==> config.mk <==
export PLATFORM = sky130hd
export DESIGN_NAME = magnitude_to_decibel_converter_top
export DESIGN_NICKNAME = d
export VERILOG_FILES = /design/src/design/mdb_pkg.sv /design/src/design/mdb_level.sv /design/src/design/magnitude_to_decibel_converter_top.sv
export SDC_FILE = /design/constraint.sdc
export NUM_CORES = 1
export LEC_CHECK = 0
export BUFFER_PORTS_ARGS = -buffer_cell sky130_fd_sc_hd__buf_4
export CAP_MARGIN = 20
export CORE_UTILIZATION = 35
export CTS_BUF_LIST = sky130_fd_sc_hd__clkbuf_4
export CTS_CLUSTER_DIAMETER = 120
export DETAILED_ROUTE_END_ITERATION = 6
export GPL_ROUTABILITY_DRIVEN = 0
export PLACE_DENSITY = 0.59
export SYNTH_ARGS = -nofsm -noshare
export SYNTH_HDL_FRONTEND = slang
export SYNTH_SLANG_ARGS = --single-unit
==> constraint.sdc <==
create_clock -name clk -period 15 [get_ports clk]
set_input_delay 3 -clock clk [delete_from_list [all_inputs] [get_ports clk]]
set_output_delay 3 -clock clk [all_outputs]
set_load 0.005 [all_outputs]
==> src/design/mdb_pkg.sv <==
// Shared constants, types and the log table for the magnitude to decibel converter.
package mdb_pkg;

  localparam int MagWidth   = 32;
  localparam int NormWidth  = 29;
  localparam int LevelWidth = 10;
  localparam int StatWidth  = 2;

  localparam logic [NormWidth-1:0] LIMIT_VALUE = 29'h1FFF_FFFF;
  localparam int BASE_LEVEL   = 1440;
  localparam int STEP_LEVEL   = 60;
  localparam int TableDepth   = 65;
  localparam int TableIdxW    = 7;
  localparam int TableDataW   = 6;
  localparam int LevelMax     = 720;

  localparam logic [StatWidth-1:0] STATUS_OK  = 2'd0;
  localparam logic [StatWidth-1:0] STATUS_NEG = 2'd1;
  localparam logic [StatWidth-1:0] STATUS_SAT = 2'd2;

  // floor(200*log10(1+n/64)) for n = 0..64.
  localparam logic [TableDataW-1:0] LOG_TABLE [0:TableDepth-1] = '{
    6'd0,  6'd1,  6'd2,  6'd3,  6'd5,  6'd6,  6'd7,  6'd9,  6'd10, 6'd11,
    6'd12, 6'd13, 6'd14, 6'd16, 6'd17, 6'd18, 6'd19, 6'd20, 6'd21, 6'd22,
    6'd23, 6'd24, 6'd25, 6'd26, 6'd27, 6'd28, 6'd29, 6'd30, 6'd31, 6'd32,
    6'd33, 6'd34, 6'd35, 6'd36, 6'd37, 6'd37, 6'd38, 6'd39, 6'd40, 6'd41,
    6'd42, 6'd43, 6'd43, 6'd44, 6'd45, 6'd46, 6'd47, 6'd47, 6'd48, 6'd49,
    6'd50, 6'd50, 6'd51, 6'd52, 6'd53, 6'd53, 6'd54, 6'd55, 6'd56, 6'd56,
    6'd57, 6'd58, 6'd58, 6'd59, 6'd60
  };

  typedef struct packed {
    logic [LevelWidth-1:0] level;
    logic [StatWidth-1:0]  status;
  } mdb_result_t;

endpackage

==> src/design/mdb_level.sv <==
// Combinational conversion of one squared magnitude to a level and a status code.
module mdb_level import mdb_pkg::*; (
  input  logic signed [MagWidth-1:0] magnitude,
  output mdb_result_t                result
);

  logic                    is_neg;
  logic                    is_zero;
  logic                    is_big;
  logic                    is_limit;
  logic [NormWidth-1:0]    v;
  logic [31:0]             w0, w1, w2, w3, w4, w5;
  logic [4:0]              lz;
  logic [4:0]              shifts;
  logic [TableIdxW-1:0]    idx;
  logic [TableIdxW-1:0]    idx_lim;
  logic signed [11:0]      total;

  assign is_neg  = magnitude[MagWidth-1];
  assign is_zero = (magnitude == '0);
  assign is_big  = !is_neg && (magnitude[MagWidth-2:NormWidth] != '0);
  assign v       = is_big ? LIMIT_VALUE : magnitude[NormWidth-1:0];
  assign is_limit = (v == LIMIT_VALUE);

  // Leading-zero count and normalization by binary search, five steps.
  always_comb begin
    w0 = {v, 3'b000};
    lz = '0;
    if (w0[31:16] == '0) begin
      w1 = {w0[15:0], 16'h0000};
      lz[4] = 1'b1;
    end else begin
      w1 = w0;
    end
    if (w1[31:24] == '0) begin
      w2 = {w1[23:0], 8'h00};
      lz[3] = 1'b1;
    end else begin
      w2 = w1;
    end
    if (w2[31:28] == '0) begin
      w3 = {w2[27:0], 4'h0};
      lz[2] = 1'b1;
    end else begin
      w3 = w2;
    end
    if (w3[31:30] == '0) begin
      w4 = {w3[29:0], 2'b00};
      lz[1] = 1'b1;
    end else begin
      w4 = w3;
    end
    if (!w4[31]) begin
      w5 = {w4[30:0], 1'b0};
      lz[0] = 1'b1;
    end else begin
      w5 = w4;
    end
  end

  // The all-ones limit already meets the threshold; anything else needs one
  // doubling past its leading one, so the six bits below it form the index.
  assign shifts  = is_limit ? 5'd0 : lz + 5'd1;
  assign idx     = is_limit ? '0 : {1'b0, w5[30:25]} + 7'd1;
  assign idx_lim = (idx > 7'(TableDepth - 1)) ? 7'(TableDepth - 1) : idx;

  assign total = 12'(BASE_LEVEL) - 12'(shifts * 11'(STEP_LEVEL))
               + 12'(LOG_TABLE[idx_lim]);

  always_comb begin
    if (is_neg) begin
      result.level  = '0;
      result.status = STATUS_NEG;
    end else if (is_zero) begin
      result.level  = '0;
      result.status = STATUS_OK;
    end else begin
      result.level  = total[11] ? '0 : total[10:1];
      result.status = is_big ? STATUS_SAT : STATUS_OK;
    end
  end

endmodule

==> src/design/magnitude_to_decibel_converter_top.sv <==
// Top level of the magnitude to decibel converter: input register, conversion, result register.
//
// The block takes one signed 32-bit squared magnitude per request on the input
// channel (in_valid, in_stall, magnitude) and returns one result per request on
// the output channel (out_valid, out_stall, level_db_x10, status). The level is
// in tenths of a decibel, 0 to 720. Status reports a negative input forced to
// zero or an input above 2^29-1 that was saturated.
// Each request is captured in an input register, converted by a short
// normalize, table lookup and add path, and held in a result register, so a
// result reaches the outputs once it moves from the input register into the
// result register, and stays there until the receiver takes it. One request is
// accepted every cycle while the output is drained; throughput is set by the
// single-pass conversion path between the two registers.
// When the receiver stalls, the result register holds its value and the input
// register fills; only when both are full does in_stall rise, so no request is
// lost or repeated. Reset empties both registers and holds in_stall high while
// it is asserted.
module magnitude_to_decibel_converter_top import mdb_pkg::*; (
  input  logic                       clk,
  input  logic                       rst,
  input  logic                       in_valid,
  output logic                       in_stall,
  input  logic signed [MagWidth-1:0] magnitude,
  output logic                       out_valid,
  input  logic                       out_stall,
  output logic [LevelWidth-1:0]      level_db_x10,
  output logic [StatWidth-1:0]       status
);

  logic                       s1_valid;
  logic signed [MagWidth-1:0] s1_mag;
  logic                       in_take;
  logic                       out_load;
  mdb_result_t                conv;
  mdb_result_t                res;

  // The result register loads a held request whenever it is empty or being drained.
  assign out_load = s1_valid && (!out_valid || !out_stall);
  assign in_stall = rst || (s1_valid && !out_load);
  assign in_take  = in_valid && !in_stall;

  always_ff @(posedge clk) begin
    if (rst) begin
      s1_valid <= 1'b0;
    end else if (in_take) begin
      s1_valid <= 1'b1;
    end else if (out_load) begin
      s1_valid <= 1'b0;
    end
  end

  always_ff @(posedge clk) begin
    if (in_take) begin
      s1_mag <= magnitude;
    end
  end

  mdb_level u_level (
    .magnitude (s1_mag),
    .result    (conv)
  );

  always_ff @(posedge clk) begin
    if (rst) begin
      out_valid <= 1'b0;
    end else if (out_load) begin
      out_valid <= 1'b1;
    end else if (!out_stall) begin
      out_valid <= 1'b0;
    end
  end

  always_ff @(posedge clk) begin
    if (out_load) begin
      res <= conv;
    end
  end

  assign level_db_x10 = res.level;
  assign status       = res.status;

  // A negative input always comes out as level zero.
  assert property (@(posedge clk) disable iff (rst)
    (out_valid && status == STATUS_NEG) |-> (level_db_x10 == '0))
    else $error("negative input produced a nonzero level");

  // A saturated input always lands on the top level.
  assert property (@(posedge clk) disable iff (rst)
    (out_valid && status == STATUS_SAT) |-> (level_db_x10 == 10'(LevelMax)))
    else $error("saturated input did not give the top level");

  // The level never exceeds its documented range.
  assert property (@(posedge clk) disable iff (rst)
    out_valid |-> (level_db_x10 <= 10'(LevelMax)))
    else $error("level out of range");

  // An accepted request always occupies the input register next cycle.
  assert property (@(posedge clk) disable iff (rst)
    (in_valid && !in_stall) |=> s1_valid)
    else $error("accepted request was dropped");

endmodule

==> summary.txt <==
Status
  • Run status: finished clean

Cells and area
  • Area occupied by multi-input gates: 2750 um2
  • # fillers: 1137
  • Register area: 1360 um2
  • Share of post-route cells with drive strength above 1: 0.200
  • Ant. Diodes: 0
  • Synthesis-to-layout area growth: 14.1%
  • Final #Nets: 574

Timing
  • Setup violations, final: 0
  • Final min period: 8.98 ns
  • Max Clk Rate: 0.111 GHz
  • Hold Slack: 0.507 ns
  • Relative slew slack: 0.324
  • Setup Skew: 0.0189 ns
  • RSZ-0062 raised after global routing: false
  • Worst Tran Pin Value: 1.00 ns
  • Final Hold Fails: 0
  • Total negative setup slack: 0 ns
  • Max-slew violation count: 0
  • Final worst path period share: 0.598

Placement
  • Port buffer count: 49
  • Half-perimeter wire length after placement: 8430 um

Detailed routing
  • DR vias/cell: 6.05
  • Met2 WL post-DR: 5090 um
  • First DRT Iteration DRCs: 375
  • Wire per inst: 16.3 um
  • First-pass iteration count of the detailed router: 5
  • DR top layer: met4
  • Post-route ant nets: 0
  • # DRC: 0
  • DR WL met3: 637 um
  • M1 WL: 4580 um
  • Via count: 3912
  • Final Routed Wirelength: 10600 um

Worst setup path
  • Delay-heaviest family, CP: compound AO/OA/AOI/OAI gates
  • CP peak stage delay: 0.84 ns
  • Type of destination of the critical path: register
  • Slowest CP cell: o31ai_1
  • Max FO, Critical Path: 12
  • Critical path type: reg2reg
  • Critical Path AT: 9.14 ns
  • Crit path launch type: register
  • Data required time of the worst path: 15.16 ns
  • Most frequent CP cell: a21oi_1
  • CP Buf/Inv Count: 1

Clock network
  • CTS tree: done
  • Clk Latency, worst-skew pair: 0.39 ns
  • Clock-pin slew on the worst setup and hold paths: 0.15 ns
  • Root buffer cell: clkbuf_4
  • H-tree levels: 2
  • Longest Clk Path Bufs: 2
  • CTS buffer count: 5
  • # resized after CTS: 0
  • Clock sinks: 46
  • Setup bufs post-CTS: 0
  • Cts hold-fix bufs: 0

Synth
  • Synth area leader: edfxtp_1
  • Ys flop type: edfxtp_1
  • Area share of the largest cell type after synthesis: 0.310
  • Syn_area_per_cell: 9.41 um2
  • Syn Inst Count: 453
  • Post-Syn Nets: 524
  • Top post-synthesis cells by area: edfxtp_1 (31%), ha_1 (8.2%), a21oi_1 (4.3%)
  • Synth top cells by count: edfxtp_1 (44), nor2_1 (38), a21oi_1 (37), nand2_1 (35), inv_1 (30)
  • EDFF count, synth: 44
  • Yosys cell types: 86
  • Sequential-to-total area share from yosys stat: 0.319
  • Yosys reg bits: 46
  • Ys async rst share: 0
  • Most instantiated library cell after synthesis: edfxtp_1
  • Mapped cell area: 4260 um2
  • Warnings, synthesis: 0

Global route
  • Pin count of the biggest net entering global routing: 33
  • GRT Total Usage: 0.173
  • Vias in the first global route: 3798
  • Initial antenna violation count: 0
  • First-pass GRT wire length: 17900 um
  • Total congestion overflow: 0

Floorplanning
  • Die extent in y: 112 um
  • Area of the core: 11700 um2
  • Die area: 12600 um2
  • Die Span X: 112 um
  • Initial Utilization: 0.366
  • Row count: 39
  • Top Ports: 50

Pwr
  • Power Dens Cells: 80.0 nW/um2
  • Peak supply drop: 46.3 uV
  • Leak pwr: 1.87 nW

Hold path
  • Worst hold path class: reg2reg

Flow run
  • Reported max-cap violation count: 0
-- sequential cells by signal, indices dropped and copies added (netlist names) --
signal,count
s1_mag,32
level_db_x10,10
status,2
out_valid,1
s1_valid,1
-- area by class of cell --
| type | instances | area share |
|---|---|---|
| Tap cell | 143 | 0.0368 |
| Sequential cell | 46 | 0.280 |
| Clock buffer | 5 | 0.00772 |
| Multi-Input combinational cell | 369 | 0.565 |
| Clock inverter | 3 | 0.00901 |
| Inverter | 30 | 0.0232 |
| Timing Repair Buffer | 51 | 0.0787 |
-- worst reg2reg max path, delay by kind of cell, from the launching register on --
kind                     cells  cell delay (ns)
adder cells (fa/ha/maj)      4             1.11
multiplexers                 2             0.54
AO/OA/AOI/OAI               12             3.91
buffers and inverters        1             0.08
flip-flops                   1             0.51
AND/OR/NAND/NOR             11             2.61
-- worst paths after layout --
path                            cells past startpoint              end        from  slack, ns
worst max-delay path                               30  level_db_x10[9]  s1_mag[18]       6.02
worst min-delay path                                2        out_valid    s1_valid       0.51
worst max register to register                     30  level_db_x10[9]  s1_mag[18]       6.02
worst min register to register                      2        out_valid    s1_valid       0.51
-- cell usage in the layout (no fill, tap or decap), types with 7 or more instances in the layout --
cell type  instances
nor3_1            14
fa_1               7
nor2_1            37
ha_1              28
nor4_1             9
nand4_1            8
and2_1             8
o21ai_0           13
a211oi_1           8
nand3_1           12
edfxtp_1          44
a21oi_1           37
inv_1             30
o211ai_1           7
nand2_1           35
buf_4             51
xnor2_1            9
-- routing by layer --
layer | global-route usage | vias to the layer above
li1 | - | 1875
met3 | 0.0324 | 26
met1 | 0.219 | 1849
met5 | 0 | -
met4 | 0.0640 | 0
met2 | 0.295 | 162
-- logic make-up after synthesis --
logic type / after synthesis / share of synthesized area
adders and majority gates: 35 / 0.115
muxes: 6 / 0.0211
and+or+nand+nor: 162 / 0.203
buffers and inverters: 38 / 0.0373
AOI/OAI and AO/OA: 152 / 0.275
xor gates and xnor gates: 14 / 0.0288
DFF: 46 / 0.319
-- stage by stage --
step	setup slack (ns)	utilization	area, um2	power [W]	instances
4_1_cts	6.14	0.417	4860	0.000392	647
3_3_place_gp	6.31	0.410	4780	0.000311	639
3_5_place_dp	6.17	0.410	4780	0.000312	639
6_report	6.02	0.417	4860	0.000389	647
2_1_floorplan	7.73	-	4260	0.000273	453
5_1_grt	5.21	0.417	4860	0.000415	647
-- where the power goes --
group / total (W) / internal (W) / switching (W)
logic: 0.000153 / 0.0000681 / 0.0000846
clock network: 0.0000787 / 0.0000354 / 0.0000433
registers: 0.000158 / 0.000152 / 0.00000557
(Power assumes the default switching activity.)
